==> src/cepl_pkg.sv <==
package cepl_pkg;

    // Field and datapath widths.
    localparam int POS_W      = 17;
    localparam int DIFF_W     = 18;
    localparam int MAG_W      = 17;
    localparam int ERR_W      = 53;
    localparam int DER_W      = 54;
    localparam int SUM_W      = 64;
    localparam int GAIN_W     = 32;
    localparam int BAND_W     = 16;
    localparam int DRIVE_W    = 32;
    localparam int MUL_W      = 35;
    localparam int PROD_W     = 70;
    localparam int PART_W     = 64;
    localparam int ACC_W      = 100;
    localparam int FRAC_DROP  = 8;
    localparam int STEP_W     = 4;
    localparam int CFG_IDX_W  = 3;
    localparam int CFG_DATA_W = 32;

    // Register indexes of the configuration port.
    typedef enum logic [CFG_IDX_W-1:0] {
        CFG_GAIN_P,
        CFG_GAIN_I,
        CFG_GAIN_D,
        CFG_FWD_TARGET,
        CFG_BACK_TARGET,
        CFG_RESET_BAND
    } cfg_idx_t;

    // Reset values of the configuration registers.
    localparam logic signed [GAIN_W-1:0] GAIN_P_RST      = 32'sd156036;
    localparam logic signed [GAIN_W-1:0] GAIN_I_RST      = 32'sd0;
    localparam logic signed [GAIN_W-1:0] GAIN_D_RST      = 32'sd0;
    localparam logic signed [POS_W-1:0]  FWD_TARGET_RST  = 17'sd800;
    localparam logic signed [POS_W-1:0]  BACK_TARGET_RST = 17'sd0;
    localparam logic [BAND_W-1:0]        RESET_BAND_RST  = 16'd5;

    // Multiplier operand selects.
    typedef enum logic [1:0] {
        A_AD,
        A_GP,
        A_GD,
        A_GI
    } asel_t;

    typedef enum logic [2:0] {
        B_AD,
        B_SQ,
        B_ERR_LO,
        B_ERR_HI,
        B_DER_LO,
        B_DER_HI,
        B_SUM_LO,
        B_SUM_HI
    } bsel_t;

    // Datapath operations on the registered product and the accumulator.
    typedef enum logic [2:0] {
        OP_NONE,
        OP_ERR,
        OP_STATE,
        OP_ACC_LO,
        OP_ACC_HI,
        OP_NEG,
        OP_OUT
    } op_t;

    // One control word of the microprogram.
    typedef struct packed {
        asel_t             a_sel;
        bsel_t             b_sel;
        op_t               op;
        logic              jump_hold;
        logic [STEP_W-1:0] jump_to;
        logic              done;
    } ctrl_word_t;

    // Configuration registers as seen by the datapath.
    typedef struct packed {
        logic signed [GAIN_W-1:0] gain_p;
        logic signed [GAIN_W-1:0] gain_i;
        logic signed [GAIN_W-1:0] gain_d;
        logic signed [POS_W-1:0]  forward_target;
        logic signed [POS_W-1:0]  back_target;
        logic [BAND_W-1:0]        reset_band;
    } cfg_regs_t;

    // Result word fields.
    typedef struct packed {
        logic [DRIVE_W-1:0] drive;
        logic               drive_saturated;
        logic               coast_stop;
    } result_t;

    localparam logic [STEP_W-1:0] STEP_OUT  = 4'd12;
    localparam logic [STEP_W-1:0] LAST_STEP = STEP_OUT;

    localparam ctrl_word_t UC_NOP = '{
        a_sel:     A_AD,
        b_sel:     B_AD,
        op:        OP_NONE,
        jump_hold: 1'b0,
        jump_to:   '0,
        done:      1'b0
    };

    // Microprogram: the cube on the shared multiplier, the state update, then
    // the three gain products in 32-bit halves, negation and the output step.
    function automatic ctrl_word_t ucode(input logic [STEP_W-1:0] step);
        ctrl_word_t w;
        w = UC_NOP;
        case (step)
            4'd0: begin
                w.a_sel = A_AD;
                w.b_sel = B_AD;
            end
            4'd1: begin
                w.a_sel = A_AD;
                w.b_sel = B_SQ;
            end
            4'd2: begin
                w.op = OP_ERR;
            end
            4'd3: begin
                w.op        = OP_STATE;
                w.jump_hold = 1'b1;
                w.jump_to   = STEP_OUT;
            end
            4'd4: begin
                w.a_sel = A_GP;
                w.b_sel = B_ERR_LO;
            end
            4'd5: begin
                w.a_sel = A_GP;
                w.b_sel = B_ERR_HI;
                w.op    = OP_ACC_LO;
            end
            4'd6: begin
                w.a_sel = A_GD;
                w.b_sel = B_DER_LO;
                w.op    = OP_ACC_HI;
            end
            4'd7: begin
                w.a_sel = A_GD;
                w.b_sel = B_DER_HI;
                w.op    = OP_ACC_LO;
            end
            4'd8: begin
                w.a_sel = A_GI;
                w.b_sel = B_SUM_LO;
                w.op    = OP_ACC_HI;
            end
            4'd9: begin
                w.a_sel = A_GI;
                w.b_sel = B_SUM_HI;
                w.op    = OP_ACC_LO;
            end
            4'd10: begin
                w.op = OP_ACC_HI;
            end
            4'd11: begin
                w.op = OP_NEG;
            end
            4'd12: begin
                w.op   = OP_OUT;
                w.done = 1'b1;
            end
            default: begin
                w = UC_NOP;
            end
        endcase
        return w;
    endfunction

endpackage

==> src/cepl_datapath.sv <==
module cepl_datapath (
    input  logic                         aclk,
    input  logic                         aresetn,
    input  logic                         load,
    input  logic signed [16:0]           in_position,
    input  logic                         in_forward,
    input  logic                         in_back,
    input  cepl_pkg::cfg_regs_t          cfg,
    input  cepl_pkg::ctrl_word_t         cw,
    output logic                         hold,
    output cepl_pkg::result_t            res
);

    logic signed [cepl_pkg::POS_W-1:0]   target;
    logic signed [cepl_pkg::DIFF_W-1:0]  diff;
    logic [cepl_pkg::DIFF_W-1:0]         diff_abs;

    logic [cepl_pkg::MAG_W-1:0]          ad_reg;
    logic                                neg_reg;
    logic                                hold_reg;

    logic signed [cepl_pkg::MUL_W-1:0]   mul_a;
    logic signed [cepl_pkg::MUL_W-1:0]   mul_b;
    logic signed [cepl_pkg::PROD_W-1:0]  prod;
    logic signed [cepl_pkg::PART_W-1:0]  p_reg;

    logic signed [cepl_pkg::ERR_W-1:0]   err_reg;
    logic signed [cepl_pkg::ERR_W-1:0]   err_next;
    logic signed [cepl_pkg::ERR_W-1:0]   last_err_reg;
    logic signed [cepl_pkg::DER_W-1:0]   der_reg;
    logic signed [cepl_pkg::SUM_W-1:0]   esum_reg;
    logic signed [cepl_pkg::SUM_W-1:0]   esum_next;
    logic signed [cepl_pkg::ACC_W-1:0]   acc_reg;

    logic [cepl_pkg::SUM_W-1:0]          err_wide;
    logic [cepl_pkg::SUM_W-1:0]          der_wide;
    logic [cepl_pkg::SUM_W:0]            sum_ext;
    logic                                band_clear;

    logic [cepl_pkg::ACC_W-cepl_pkg::FRAC_DROP-1:0] shifted;
    logic                                fits;

    // Target selection and the position difference, taken when a word is accepted.
    always_comb begin
        if (in_forward) begin
            target = cfg.forward_target;
        end else if (in_back) begin
            target = cfg.back_target;
        end else begin
            target = in_position;
        end
        diff     = {in_position[cepl_pkg::POS_W-1], in_position}
                 - {target[cepl_pkg::POS_W-1], target};
        diff_abs = diff[cepl_pkg::DIFF_W-1] ? (cepl_pkg::DIFF_W'(0) - diff) : diff;
    end

    // Sign-extended operands split into 32-bit halves for the multiplier.
    assign err_wide = {{(cepl_pkg::SUM_W-cepl_pkg::ERR_W){err_reg[cepl_pkg::ERR_W-1]}}, err_reg};
    assign der_wide = {{(cepl_pkg::SUM_W-cepl_pkg::DER_W){der_reg[cepl_pkg::DER_W-1]}}, der_reg};

    // Operand selection for the shared signed multiplier.
    always_comb begin
        case (cw.a_sel)
            cepl_pkg::A_AD: mul_a = {{(cepl_pkg::MUL_W-cepl_pkg::MAG_W){1'b0}}, ad_reg};
            cepl_pkg::A_GP: mul_a = {{3{cfg.gain_p[31]}}, cfg.gain_p};
            cepl_pkg::A_GD: mul_a = {{3{cfg.gain_d[31]}}, cfg.gain_d};
            cepl_pkg::A_GI: mul_a = {{3{cfg.gain_i[31]}}, cfg.gain_i};
            default:        mul_a = '0;
        endcase
        case (cw.b_sel)
            cepl_pkg::B_AD:     mul_b = {{(cepl_pkg::MUL_W-cepl_pkg::MAG_W){1'b0}}, ad_reg};
            cepl_pkg::B_SQ:     mul_b = {1'b0, p_reg[33:0]};
            cepl_pkg::B_ERR_LO: mul_b = {3'b000, err_wide[31:0]};
            cepl_pkg::B_ERR_HI: mul_b = {{3{err_wide[63]}}, err_wide[63:32]};
            cepl_pkg::B_DER_LO: mul_b = {3'b000, der_wide[31:0]};
            cepl_pkg::B_DER_HI: mul_b = {{3{der_wide[63]}}, der_wide[63:32]};
            cepl_pkg::B_SUM_LO: mul_b = {3'b000, esum_reg[31:0]};
            cepl_pkg::B_SUM_HI: mul_b = {{3{esum_reg[63]}}, esum_reg[63:32]};
            default:            mul_b = '0;
        endcase
    end

    assign prod = mul_a * mul_b;

    // Signed cube from the registered magnitude cube.
    assign err_next = neg_reg ? (cepl_pkg::ERR_W'(0) - $signed(p_reg[cepl_pkg::ERR_W-1:0]))
                              : $signed(p_reg[cepl_pkg::ERR_W-1:0]);

    // Integral: cleared inside the band, otherwise a saturating add.
    assign band_clear = ad_reg < {1'b0, cfg.reset_band};
    assign sum_ext    = {esum_reg[cepl_pkg::SUM_W-1], esum_reg}
                      + {err_wide[cepl_pkg::SUM_W-1], err_wide};

    always_comb begin
        if (band_clear) begin
            esum_next = '0;
        end else if (sum_ext[cepl_pkg::SUM_W] != sum_ext[cepl_pkg::SUM_W-1]) begin
            esum_next = sum_ext[cepl_pkg::SUM_W] ? {1'b1, {(cepl_pkg::SUM_W-1){1'b0}}}
                                                 : {1'b0, {(cepl_pkg::SUM_W-1){1'b1}}};
        end else begin
            esum_next = sum_ext[cepl_pkg::SUM_W-1:0];
        end
    end

    // Loop state that survives between ticks.
    always_ff @(posedge aclk) begin
        if (!aresetn) begin
            last_err_reg <= '0;
            esum_reg     <= '0;
        end else if (cw.op == cepl_pkg::OP_STATE) begin
            last_err_reg <= err_reg;
            esum_reg     <= esum_next;
        end
    end

    // Working registers of one tick.
    always_ff @(posedge aclk) begin
        p_reg <= prod[cepl_pkg::PART_W-1:0];
        if (load) begin
            ad_reg   <= diff_abs[cepl_pkg::MAG_W-1:0];
            neg_reg  <= diff[cepl_pkg::DIFF_W-1];
            hold_reg <= !in_forward && !in_back;
        end
        case (cw.op)
            cepl_pkg::OP_ERR: begin
                err_reg <= err_next;
            end
            cepl_pkg::OP_STATE: begin
                der_reg <= {err_reg[cepl_pkg::ERR_W-1], err_reg}
                         - {last_err_reg[cepl_pkg::ERR_W-1], last_err_reg};
                acc_reg <= '0;
            end
            cepl_pkg::OP_ACC_LO: begin
                acc_reg <= acc_reg + {{(cepl_pkg::ACC_W-cepl_pkg::PART_W){p_reg[63]}}, p_reg};
            end
            cepl_pkg::OP_ACC_HI: begin
                acc_reg <= acc_reg
                         + {{(cepl_pkg::ACC_W-cepl_pkg::PART_W-32){p_reg[63]}}, p_reg, 32'b0};
            end
            cepl_pkg::OP_NEG: begin
                acc_reg <= cepl_pkg::ACC_W'(0) - acc_reg;
            end
            default: begin
            end
        endcase
    end

    // Floor to Q16.16 and clamp to the drive range.
    assign shifted = acc_reg[cepl_pkg::ACC_W-1:cepl_pkg::FRAC_DROP];
    assign fits    = (&shifted[cepl_pkg::ACC_W-cepl_pkg::FRAC_DROP-1:31])
                  || !(|shifted[cepl_pkg::ACC_W-cepl_pkg::FRAC_DROP-1:31]);

    always_comb begin
        if (hold_reg) begin
            res.drive = '0;
        end else if (fits) begin
            res.drive = shifted[cepl_pkg::DRIVE_W-1:0];
        end else if (shifted[cepl_pkg::ACC_W-cepl_pkg::FRAC_DROP-1]) begin
            res.drive = 32'h8000_0000;
        end else begin
            res.drive = 32'h7FFF_FFFF;
        end
        res.drive_saturated = !hold_reg && !fits;
        res.coast_stop      = hold_reg;
    end

    assign hold = hold_reg;

endmodule

==> config.mk <==
export PLATFORM = sky130hd
export DESIGN_NAME = cepl_datapath
export DESIGN_NICKNAME = d
export VERILOG_FILES = /design/src/cepl_pkg.sv /design/src/cepl_datapath.sv
export SDC_FILE = /design/constraint.sdc
export NUM_CORES = 2
export LEC_CHECK = 0
export BUFFER_PORTS_ARGS = -buffer_cell sky130_fd_sc_hd__buf_2
export CORE_MARGIN = 8
export CORE_UTILIZATION = 35
export DETAILED_ROUTE_END_ITERATION = 16
export PLACE_DENSITY = 0.53
export SLEW_MARGIN = 5
export SYNTH_ARGS = -nofsm -noshare
export SYNTH_HDL_FRONTEND = slang
export SYNTH_SLANG_ARGS = --single-unit
export TNS_END_PERCENT = 50
==> constraint.sdc <==
create_clock -name aclk -period 16.55 [get_ports aclk]
set_input_delay 1.655 -clock aclk [delete_from_list [all_inputs] [get_ports aclk]]
set_output_delay 1.655 -clock aclk [all_outputs]
set_load 0.005 [all_outputs]
==> out/summary.txt <==
FP Rows -> 172
worst hold path type -> reg -> reg
critical path endpoint category -> register
worst-path maximum fanout -> 43
post-cts resize count -> 0
Worst Path Required -> 17.12 ns
RSZ-0062 raised after global routing -> no
share of cells above drive strength 1 -> 7.214%
CTS H-tree depth -> 2
synthesis-stage register bit count -> 407
violation count after the first detailed-route iteration -> 5668
reg-to-reg endpoint -> p_reg[55]
largest delay contributor family on the critical path -> adder cells
CP max stage cell -> o31ai_1
setup TNS -> 0 ns
Buf/Inv on CP -> 10
IO Count -> 217
cts hold-fix bufs -> 0
Chip Width -> 484.2 um
Syn-to-layout area delta -> 8.276%
Worst-Margin Slew -> 1.357 ns
Post-CTS Setup Inserts -> 0
die area -> 0.2344 sq mm
Antenna Nets Post-Route -> 0
syn nets -> 10968
multi-input logic area -> 0.05980 sq mm
Initial Util -> 35.05%
DRT Wirelength -> 293800 um
largest net degree at the start of global routing -> 64
post-synthesis instance total -> 9091
Layout Skew -> 0.05103 ns
total of max-cap violations -> 0
first-pass GRT wire length -> 443300 um
Rel. slew slack -> 8.600%
critical path's most frequent cell -> fa_1
Die Height -> 484.2 um
status -> complete, no violations
drt pass-1 iters -> 7
Pins Over Slew Limit -> 0
RR Startpoint -> err_reg[52]
FF+latch area -> 0.01041 sq mm
CTS Buf Count -> 51
initial antenna violation count -> 9
average wire per standard cell -> 24.58 um
drc violations -> 0
DP HPWL -> 229100 um
CP startpoint kind -> primary input
cell count of the worst reg-to-reg path -> 26
Hold Path Origin -> last_err_reg[38]
CTS sink count -> 407
register area share after synthesis -> 13.57%
most frequent cells after synthesis -> inv_1, fa_1, nor2_1, nand2_1, a21oi_1
clock latency on the worst-skew pair -> 0.68 ns
Root Buffer -> clkbuf_16
Reg clk slew, reported paths -> 0.06 ns
CTS max path bufs -> 3
Synth Flop Type -> edfxtp_1
Final period util -> 79.26%
nets -> 10914
post-synth top area cell -> fa_1
flop2flop setup slack -> 4.97 ns
peak per-stage delay on the critical path -> 0.97 ns
Max Clk Rate -> 76.23 MHz
Yosys top cell area share -> 30.85%
vias in the first global route -> 68357
Via density -> 5.545
Async SR Flop Fraction -> 0%
Post-synth EDFFs -> 226
gr usage total -> 24.64%
Warnings, synthesis -> 0
CORE AREA -> 0.2189 sq mm
Final setup viols -> 0
hold depth -> 2
worst setup path class -> in -> reg
count leader, synth -> inv_1
synth top area cells -> fa_1, edfxtp_1, ha_1
Hold Crit Endpoint -> last_err_reg[38]
I/O Buffers -> 210
fill cell count -> 22334
Final Hold Vio Count -> 0
vias after detailed routing -> 66275
max reg flops -> 100
RePlAce Congestion -> 0.9405
min cycle time layout -> 13.12 ns
CTS tree -> yes
aggregate global routing overflow -> 0
Yosys cell types -> 92
syn avg cell area -> 8.438 sq um
Cell Area, Synth -> 0.07671 sq mm
Worst EP arrival -> 13.69 ns
worst max-delay path by stage:
stage,depth (start not counted),end,startpoint,slack (ns)
2_1_floorplan,33,p_reg[60],cw[9],5.85
3_3_place_gp,31,p_reg[55],cw[9],3.07
3_5_place_dp,32,p_reg[55],cw[9],3.14
4_1_cts,32,p_reg[55],cw[9],3.77
5_1_grt,32,p_reg[55],cw[9],3.21
6_report,32,p_reg[55],cw[9],3.43
layout by cell type, fill, tap and decap left out, types with 45 or more instances in the layout:
cell type,count
a21o_1,215
a21oi_1,531
a31oi_1,53
and2_1,45
and3_1,53
buf_2,209
buf_4,146
clkbuf_16,53
dfxtp_1,181
edfxtp_1,226
fa_1,1181
ha_1,513
inv_1,1374
mux2_2,46
mux2i_1,65
nand2_1,962
nand2b_1,77
nand3_1,98
nand4_1,110
nor2_1,1002
nor2b_1,58
nor3_1,76
o21a_1,93
o21ai_0,358
o21bai_1,81
o22ai_1,59
or2_2,45
xnor2_1,320
xor2_1,182
kinds of logic after synthesis:
kind of cell             synth area share [%]
multiplexers                            1.784
flip-flops                              13.57
AND/OR/NAND/NOR                         15.59
buffers and inverters                   9.059
adder cells (fa/ha/maj)                 39.22
AO/OA/AOI/OAI                           15.03
XOR/XNOR                                5.743
metrics by stage:
| stage | hold WS, ns | area, sq um | instances | setup slack (ns) | util [%] |
|---|---|---|---|---|---|
| 2_1_floorplan | 0.4363 | 76710 | 9091 | 5.855 | - |
| 3_3_place_gp | 0.4416 | 81140 | 11854 | 3.073 | 37.07 |
| 3_5_place_dp | 0.4468 | 81150 | 11855 | 3.143 | 37.08 |
| 4_1_cts | 0.4551 | 83050 | 11951 | 3.767 | 37.95 |
| 5_1_grt | 0.4701 | 83050 | 11951 | 3.208 | 37.95 |
| 6_report | 0.4535 | 83060 | 11952 | 3.433 | 37.95 |
routing by layer:
layer  wire, um  up-vias  share of wire [%]  global-route usage (%)
li1           -    29604                  -                       -
met1     123700    33496                 42                   32.73
met2     134200     2600                 46                   40.30
met3      20090      575                6.8                   3.404
met4      15810        0                5.4                   10.55
met5          0        -                  0                       0
worst min-delay path: stages, from the launching register on:
cell     delay [ns]
dfxtp_1        0.31
nand2_1        0.05
a21oi_1        0.05
layout make-up:
cell class,instances,share of cell area [%]
multi-input cells,6838,72.00
flip-flops and latches,407,12.53
inverters,1383,6.253
well taps,2871,4.325
repair buffers,356,2.597
clock buffers,60,1.641
clock inverters,36,0.6463
diodes,1,0.003013
Power is left out: the tool's default activity adds up to more than one toggle a clock period on the data nets, which glitch-free logic cannot reach.
