<file path="config.mk">
export PLATFORM = sky130hd
export DESIGN_NAME = cepl_sequencer
export DESIGN_NICKNAME = d
export VERILOG_FILES = /design/src/cepl_pkg.sv /design/src/cepl_sequencer.sv
export SDC_FILE = /design/constraint.sdc
export NUM_CORES = 1
export LEC_CHECK = 0
export BUFFER_PORTS_ARGS = -buffer_cell sky130_fd_sc_hd__buf_2
export CAP_MARGIN = 20
export CORE_MARGIN = 5
export CORE_UTILIZATION = 48
export DETAILED_ROUTE_END_ITERATION = 10
export GPL_ROUTABILITY_DRIVEN = 0
export PLACE_DENSITY_LB_ADDON = 0.12
export REMOVE_ABC_BUFFERS = 1
export SYNTH_ARGS = -nofsm -noshare
export SYNTH_HDL_FRONTEND = slang
export SYNTH_SLANG_ARGS = --single-unit
</file>
<file path="constraint.sdc">
create_clock -name aclk -period 1.8 [get_ports aclk]
set_input_delay 0.27 -clock aclk [delete_from_list [all_inputs] [get_ports aclk]]
set_output_delay 0.27 -clock aclk [all_outputs]
set_load 0.05 [all_outputs]
</file>
<file path="src/cepl_pkg.sv">
package cepl_pkg;

    // Field and datapath widths.
    localparam int POS_W      = 17;
    localparam int DIFF_W     = 18;
    localparam int MAG_W      = 17;
    localparam int ERR_W      = 53;
    localparam int DER_W      = 54;
    localparam int SUM_W      = 64;
    localparam int GAIN_W     = 32;
    localparam int BAND_W     = 16;
    localparam int DRIVE_W    = 32;
    localparam int MUL_W      = 35;
    localparam int PROD_W     = 70;
    localparam int PART_W     = 64;
    localparam int ACC_W      = 100;
    localparam int FRAC_DROP  = 8;
    localparam int STEP_W     = 4;
    localparam int CFG_IDX_W  = 3;
    localparam int CFG_DATA_W = 32;

    // Register indexes of the configuration port.
    typedef enum logic [CFG_IDX_W-1:0] {
        CFG_GAIN_P,
        CFG_GAIN_I,
        CFG_GAIN_D,
        CFG_FWD_TARGET,
        CFG_BACK_TARGET,
        CFG_RESET_BAND
    } cfg_idx_t;

    // Reset values of the configuration registers.
    localparam logic signed [GAIN_W-1:0] GAIN_P_RST      = 32'sd156036;
    localparam logic signed [GAIN_W-1:0] GAIN_I_RST      = 32'sd0;
    localparam logic signed [GAIN_W-1:0] GAIN_D_RST      = 32'sd0;
    localparam logic signed [POS_W-1:0]  FWD_TARGET_RST  = 17'sd800;
    localparam logic signed [POS_W-1:0]  BACK_TARGET_RST = 17'sd0;
    localparam logic [BAND_W-1:0]        RESET_BAND_RST  = 16'd5;

    // Multiplier operand selects.
    typedef enum logic [1:0] {
        A_AD,
        A_GP,
        A_GD,
        A_GI
    } asel_t;

    typedef enum logic [2:0] {
        B_AD,
        B_SQ,
        B_ERR_LO,
        B_ERR_HI,
        B_DER_LO,
        B_DER_HI,
        B_SUM_LO,
        B_SUM_HI
    } bsel_t;

    // Datapath operations on the registered product and the accumulator.
    typedef enum logic [2:0] {
        OP_NONE,
        OP_ERR,
        OP_STATE,
        OP_ACC_LO,
        OP_ACC_HI,
        OP_NEG,
        OP_OUT
    } op_t;

    // One control word of the microprogram.
    typedef struct packed {
        asel_t             a_sel;
        bsel_t             b_sel;
        op_t               op;
        logic              jump_hold;
        logic [STEP_W-1:0] jump_to;
        logic              done;
    } ctrl_word_t;

    // Configuration registers as seen by the datapath.
    typedef struct packed {
        logic signed [GAIN_W-1:0] gain_p;
        logic signed [GAIN_W-1:0] gain_i;
        logic signed [GAIN_W-1:0] gain_d;
        logic signed [POS_W-1:0]  forward_target;
        logic signed [POS_W-1:0]  back_target;
        logic [BAND_W-1:0]        reset_band;
    } cfg_regs_t;

    // Result word fields.
    typedef struct packed {
        logic [DRIVE_W-1:0] drive;
        logic               drive_saturated;
        logic               coast_stop;
    } result_t;

    localparam logic [STEP_W-1:0] STEP_OUT  = 4'd12;
    localparam logic [STEP_W-1:0] LAST_STEP = STEP_OUT;

    localparam ctrl_word_t UC_NOP = '{
        a_sel:     A_AD,
        b_sel:     B_AD,
        op:        OP_NONE,
        jump_hold: 1'b0,
        jump_to:   '0,
        done:      1'b0
    };

    // Microprogram: the cube on the shared multiplier, the state update, then
    // the three gain products in 32-bit halves, negation and the output step.
    function automatic ctrl_word_t ucode(input logic [STEP_W-1:0] step);
        ctrl_word_t w;
        w = UC_NOP;
        case (step)
            4'd0: begin
                w.a_sel = A_AD;
                w.b_sel = B_AD;
            end
            4'd1: begin
                w.a_sel = A_AD;
                w.b_sel = B_SQ;
            end
            4'd2: begin
                w.op = OP_ERR;
            end
            4'd3: begin
                w.op        = OP_STATE;
                w.jump_hold = 1'b1;
                w.jump_to   = STEP_OUT;
            end
            4'd4: begin
                w.a_sel = A_GP;
                w.b_sel = B_ERR_LO;
            end
            4'd5: begin
                w.a_sel = A_GP;
                w.b_sel = B_ERR_HI;
                w.op    = OP_ACC_LO;
            end
            4'd6: begin
                w.a_sel = A_GD;
                w.b_sel = B_DER_LO;
                w.op    = OP_ACC_HI;
            end
            4'd7: begin
                w.a_sel = A_GD;
                w.b_sel = B_DER_HI;
                w.op    = OP_ACC_LO;
            end
            4'd8: begin
                w.a_sel = A_GI;
                w.b_sel = B_SUM_LO;
                w.op    = OP_ACC_HI;
            end
            4'd9: begin
                w.a_sel = A_GI;
                w.b_sel = B_SUM_HI;
                w.op    = OP_ACC_LO;
            end
            4'd10: begin
                w.op = OP_ACC_HI;
            end
            4'd11: begin
                w.op = OP_NEG;
            end
            4'd12: begin
                w.op   = OP_OUT;
                w.done = 1'b1;
            end
            default: begin
                w = UC_NOP;
            end
        endcase
        return w;
    endfunction

endpackage

</file>
<file path="src/cepl_sequencer.sv">
module cepl_sequencer (
    input  logic                  aclk,
    input  logic                  aresetn,
    input  logic                  start,
    input  logic                  hold,
    input  logic                  out_block,
    output cepl_pkg::ctrl_word_t  cw,
    output logic                  busy,
    output logic                  done
);

    logic                          busy_reg;
    logic [cepl_pkg::STEP_W-1:0]   step_reg;
    cepl_pkg::ctrl_word_t          rom_word;

    // Control word of the current step; idle steps issue no operation.
    assign rom_word = cepl_pkg::ucode(step_reg);
    assign cw       = busy_reg ? rom_word : cepl_pkg::UC_NOP;
    assign done     = busy_reg && rom_word.done && !out_block;
    assign busy     = busy_reg;

    // Step counter with the hold-mode jump; the last step waits for the output register.
    always_ff @(posedge aclk) begin
        if (!aresetn) begin
            busy_reg <= 1'b0;
            step_reg <= '0;
        end else if (!busy_reg) begin
            if (start) begin
                busy_reg <= 1'b1;
                step_reg <= '0;
            end
        end else if (rom_word.done) begin
            if (!out_block) begin
                busy_reg <= 1'b0;
            end
        end else if (rom_word.jump_hold && hold) begin
            step_reg <= rom_word.jump_to;
        end else begin
            step_reg <= step_reg + cepl_pkg::STEP_W'(1);
        end
    end

    a_start_enters_first_step: assert property (@(posedge aclk) disable iff (!aresetn)
        start |=> busy_reg && (step_reg == '0))
        else $error("accepted word did not start the program at its first step");

    a_first_step_only_after_start: assert property (@(posedge aclk) disable iff (!aresetn)
        (busy_reg && (step_reg == '0)) |-> $past(start))
        else $error("program reached its first step without an accepted word");

    a_step_in_program: assert property (@(posedge aclk) disable iff (!aresetn)
        busy_reg |-> (step_reg <= cepl_pkg::LAST_STEP))
        else $error("step counter ran past the end of the program");

    a_done_ends_run: assert property (@(posedge aclk) disable iff (!aresetn)
        done |=> !busy_reg)
        else $error("sequencer stayed busy after handing over a result");

endmodule
</file>
==> flow_metrics.py, run 1 <==
metrics = {
    "sta": {
        "period_needed_ns": 1.90,
        "setup_ws_ns": -0.0953,
        "layout_worst_path_cycle_share_pct": 105,
        "setup_viol": 4,
        "rsz0062_at_grt": "true",
        "finalHoldViolCount": 0,
        "fmax_mhz": 528,
        "drv_slew": 0,
        "finClkSkew_ns": 0.00311,
    },
    "worst_hold_path": {
        "hp-class": "in2reg",
    },
    "yosys": {
        "yosys-top-cells-area": "dfxtp_1 (16%), buf_4 (8.4%), ha_1 (8.0%), a21oi_1 (4.8%), nand2_1 (4.8%)",
        "synth_edf_count": 0,
        "synth.distinct_cells": 40,
        "synth_top_area_cell": "dfxtp_1",
        "synth_area_per_cell_um2": 7.82,
        "netlist_area_um2": 626,
        "ys_seq_elements": 5,
        "synthCells": 80,
        "ys.flop_type": "dfxtp_1",
        "ys_warn_count": 0,
        "synth_top_area_share_pct": 16.0,
        "async_flop_share_pct": 0,
        "seq_area_frac_synth_pct": 16.0,
    },
    "setup_path": {
        "required_ns": 1.53,
        "crit_path_start_kind": "flip-flop",
        "critPathKind": "reg2out",
        "path_max_fanout": 4,
        "cp-end-kind": "output pin",
        "arrival_ns": 1.63,
    },
    "clock_tree": {
        "cts_tree": "yes",
        "clkTransAtPathRegs_ns": 0.04,
        "htreeDepth": 1,
        "cts.sinks": 5,
        "hold_buffers": 0,
        "insertion_delay_ns": 0.24,
        "clock-root-buffer": "clkbuf_4",
        "clock_path_buffers": 2,
        "cts_buffers": 3,
    },
    "global_routing": {
        "antenna_found_initial": 0,
        "grt-ovfl-total": 0,
        "grt_max_degree": 15,
        "grt_pass1_wl_mm": 2.32,
        "grt_pass1_vias": 555,
        "grt_usage_pct": 14.8,
    },
    "finish": {
        "fin_util_pct": 69.0,
        "antennaDiodeCount": 0,
        "layout_common_cells": "buf_4 (20), nand2_1 (8), buf_2 (7)",
        "final_common_cell": "buf_4",
        "drive_gt1_share_pct": 57.7,
        "area_delta_synth_final_pct": 40.0,
        "final_cell_area_um2": 876,
        "nets": 114,
        "largest_reg_flops": 4,
    },
    "placement": {
        "postPlaceCellArea_um2": 696,
        "hpwl_mm": 1.06,
        "numPortBuffers": 18,
    },
    "pwr": {
        "combPwrFrac_pct": 30.3,
        "p_seq_share_pct": 34.1,
        "netSwitchingFraction_pct": 32.0,
        "clkPwrFrac_pct": 35.6,
        "power.switching_uw": 116,
        "p_per_area_nw_per_um2": 412,
        "p_leak_uw": 0.000359,
        "p_int_uw": 246,
        "max-vdd-ir-drop_mv": 0.369,
    },
    "run": {
        "maxCapViolCount": 0,
    },
    "floorplanning": {
        "die_area_um2": 2130,
        "core_um2": 1270,
        "die_w_um": 46.1,
        "io_pins": 21,
        "fp.dieH_um": 46.1,
        "start_util_pct": 49.3,
        "rows": 13,
    },
    "drt": {
        "drt-initial-drc-count": 11,
        "viasPerCell": 5.70,
        "drt_wl_total_mm": 1.53,
        "drc": 0,
        "wl_per_cell_um": 12.9,
        "ant_nets": 0,
        "first_pass_iters": 4,
        "vias": 678,
    },
    "outcome": {
        "status": "complete, but fails checks",
        "violations": "setup timing",
    },
}
cells by family after synthesis:
family	after synthesis	share of synthesized area, %
AOI/OAI and AO/OA	19	22.0
adders and majority gates	4	8.00
buffers and inverters	15	16.4
DFF	5	16.0
muxes	1	2.40
other	1	0.599
and+or+nand+nor	35	34.6
power groups by stage:
stage | Sequential (µW) | Clock (µW) | Combinational [µW]
finish | 123 | 128 | 109
global route | 124 | 142 | 118
CTS | 122 | 131 | 84.7
detailed placement | 124 | 0 | 82.8
global placement | 124 | 0 | 81.7
floorplan | 130 | 0 | 49.6
Yosys cell counts (2+ instances only):
| library cell | count |
|---|---|
| a21oi_1 | 6 |
| buf_4 | 7 |
| dfxtp_1 | 5 |
| ha_1 | 4 |
| inv_1 | 4 |
| nand2_1 | 8 |
| nand3_1 | 2 |
| nor2_1 | 6 |
| nor3_1 | 2 |
| nor3_2 | 2 |
| nor3b_1 | 2 |
| o21ai_0 | 3 |
| o22ai_1 | 2 |
metal layers:
metal / up-vias / GRT usage [%] / wire length, µm
met5: - / 0 / 0
met1: 317 / 17.5 / 625
met3: 6 / 2.34 / 106
li1: 322 / - / -
met2: 33 / 24.7 / 755
met4: 0 / 9.09 / 45
critical path, cell delays in order (launching register included):
cell and delay (ns):
dfxtp_4 0.37, buf_4 0.12, ha_2 0.21, nor2_2 0.04, o32a_1 0.34, nor3_2 0.13
buf_6 0.18
layout make-up:
| cell class | instances | area (µm²) |
|---|---|---|
| fillers | 102 | 393 |
| multi-input cells | 61 | 478 |
| inverters | 4 | 20.0 |
| well taps | 15 | 18.8 |
| clock buffers | 4 | 26.3 |
| flip-flops and latches | 5 | 110 |
| repair buffers | 30 | 223 |
metrics by stage:
| stage | total power [µW] | worst slack [ns] | cells | TNS [ns] | hold slack (ns) |
|---|---|---|---|---|---|
| floorplan | 179 | -2.39 | 70 | -11.37 | 0.419 |
| detailed placement | 207 | -0.0323 | 109 | -0.0323 | 0.542 |
| finish | 361 | -0.0953 | 119 | -0.246 | 0.344 |
| global placement | 206 | -0.0185 | 109 | -0.0185 | 0.529 |
| CTS | 338 | -0.119 | 113 | -0.338 | 0.343 |
| global route | 384 | -0.181 | 119 | -0.610 | 0.352 |
final timing paths:
path | startpoint | end | slack (ns) | cells past startpoint
setup / recovery | step_reg[1]$_SDFFE_PN0P_ | cw[6] | -0.1 | 6
hold reg to reg | step_reg[0]$_SDFFE_PN0P_ | step_reg[0]$_SDFFE_PN0P_ | 0.54 | 2
setup reg to reg | step_reg[0]$_SDFFE_PN0P_ | step_reg[3]$_SDFFE_PN0P_ | 0.37 | 7
hold / removal | start | busy$_SDFF_PN0_ | 0.34 | 3
timing repair:
action / in CTS / in global routing
gates resized for setup: 17 / 24
hold endpoints to repair: 0 / 0
setup buffers: 0 / 6
endpoints found under the setup margin: 13 / 13
pin swaps: 0 / 4
No activity file was read; power rests on OpenSTA's default activity.
==> inputs of run 2 (changes only) <==
==> constraint.sdc (replaced) <==
create_clock -name aclk -period 1.8 [get_ports aclk]
set_input_delay 0.27 -clock aclk [delete_from_list [all_inputs] [get_ports aclk]]
set_output_delay 0.27 -clock aclk [all_outputs]
set_load 0.01 [all_outputs]
==> run 2 against run 1 <==
- the flow now finishes without violations
- first-iteration DRC count decreased by 64%
- clock-buffer cell count stayed put
- sequential share of layout area rose by 1.5 points
- clock skew grew 0.0045 ns
- wire length decreased by 12%
- core utilization fell by 7.9 points
- non-clock buffer count decreased by 6
- critical endpoint is now cw[7]
- final area down 11%
- highest routed layer is now met3
- final cell count decreased by 5.0%
- power decreased by 9.8%
==> flow_metrics.py, run 2 (synthesis results as in run 1) <==
metrics = {
    "floorplanning": {
        "start_util_pct": 49.3,
        "core_um2": 1270,
        "die_area_um2": 2130,
        "io_pins": 21,
        "fp.dieH_um": 46.1,
        "rows": 13,
        "die_w_um": 46.1,
    },
    "sta": {
        "fmax_mhz": 556,
        "rsz0062_at_grt": "true",
        "setup_viol": 0,
        "fin_setup_tns_ns": 0,
        "drv_slew": 0,
        "finClkSkew_ns": 0.00759,
        "period_needed_ns": 1.80,
        "finalHoldViolCount": 0,
        "layout_worst_path_cycle_share_pct": 99.8,
        "whs_ns": 0.337,
    },
    "placement": {
        "numPortBuffers": 18,
        "hpwl_mm": 1.07,
        "postPlaceCellArea_um2": 696,
    },
    "drt": {
        "drt-initial-drc-count": 4,
        "viasPerCell": 5.35,
        "dr_wl_met3_um": 91,
        "ant_nets": 0,
        "wl_met1_um": 599,
        "wl_met2_um": 665,
        "wl_per_cell_um": 12.0,
        "first_pass_iters": 4,
        "vias": 605,
        "drt_wl_total_mm": 1.36,
        "drc": 0,
        "routed.top_layer": "met3",
    },
    "setup_path": {
        "required_ns": 1.53,
        "crit_path_start_kind": "flip-flop",
        "arrival_ns": 1.53,
        "critPathKind": "reg2out",
        "cp-end-kind": "output pin",
        "path_max_fanout": 7,
    },
    "finish": {
        "drive_gt1_share_pct": 50.0,
        "area_delta_synth_final_pct": 24.0,
        "nets": 108,
        "layout_common_cells": "buf_2 (18), nand2_1 (8), a21oi_1 (6), nor2_1 (6), buf_4 (6)",
        "n_fill_cell": 125,
        "antennaDiodeCount": 0,
        "multi_input_area_um2": 467,
        "ff_latch_area_um2": 109,
        "final_cell_area_um2": 776,
        "largest_reg_flops": 4,
        "final_common_cell": "buf_2",
        "fin_util_pct": 61.1,
    },
    "clock_tree": {
        "insertion_delay_ns": 0.24,
        "hold_buffers": 0,
        "clock_path_buffers": 2,
        "clkTransAtPathRegs_ns": 0.05,
        "clock-root-buffer": "clkbuf_4",
        "htreeDepth": 1,
        "cts.sinks": 5,
        "cts_tree": "yes",
        "cts_buffers": 3,
    },
    "pwr": {
        "power.switching_uw": 95.2,
        "netSwitchingFraction_pct": 29.2,
        "p_seq_share_pct": 37.7,
        "p_leak_uw": 0.000325,
        "max-vdd-ir-drop_mv": 0.346,
        "clkPwrFrac_pct": 40.4,
        "total_power_uw": 326,
        "combPwrFrac_pct": 21.9,
        "p_per_area_nw_per_um2": 420,
        "p_int_uw": 231,
    },
    "global_routing": {
        "grt-ovfl-total": 0,
        "grt_max_degree": 13,
        "grt_usage_pct": 14.6,
        "antenna_found_initial": 0,
        "grt_pass1_vias": 563,
        "grt_pass1_wl_mm": 2.28,
    },
    "run": {
        "maxCapViolCount": 0,
    },
    "worst_hold_path": {
        "hp-class": "in2reg",
    },
    "outcome": {
        "status": "complete, no violations",
    },
}
[run 2: area by class of cell]
| type | instances | area share (%) |
|---|---|---|
| Multi-Input combinational cell | 61 | 60.2 |
| Timing Repair Buffer | 24 | 17.4 |
| Sequential cell | 5 | 14.0 |
| Clock buffer | 4 | 3.39 |
| Inverter | 4 | 2.58 |
| Tap cell | 15 | 2.42 |
[run 2: final timing paths]
kind                                          startpoint                        to  slack [ns]  cells past startpoint
worst min-delay path                               start           busy$_SDFF_PN0_        0.34                      3
worst max register to register  step_reg[0]$_SDFFE_PN0P_  step_reg[0]$_SDFFE_PN0P_        0.42                      5
worst min register to register  step_reg[0]$_SDFFE_PN0P_  step_reg[0]$_SDFFE_PN0P_        0.54                      2
worst max-delay path            step_reg[0]$_SDFFE_PN0P_                     cw[7]       0.003                      6
[run 2: layer usage]
layer  vias to the layer above  track usage, %
met5                         -               0
met4                         0            5.11
met3                         0            3.91
met2                        17            26.1
met1                       278            16.3
li1                        310               -
[run 2: critical path, stage by stage, from the launching register on]
cell      delay (ns)
dfxtp_4         0.39
inv_4           0.06
ha_4            0.17
mux2_4          0.26
a221oi_2        0.21
nor3_1          0.06
buf_2           0.14
[run 2: through the flow]
step                      setup WS [ns]  cells
after floorplan                  0.0748     70
after global placement            0.105    109
after detailed placement         0.0661    109
after CTS                      -0.00308    113
after global routing            -0.0708    113
final                           0.00304    113
[run 2: power groups by stage]
stage               clock network [µW]  registers (µW)  logic, µW
finish                             132             123       71.5
global route                       148             123       80.1
CTS                                136             123       71.9
detailed placement                   0             124       62.9
global placement                     0             123       61.9
floorplan                            0             125       38.9
[run 2: repair_timing]
item                                    4_1_cts  5_1_grt
endpoints found under the setup margin        6        3
resized for setup                            16        0
pin swaps                                     1        0
buffers inserted                              0        0
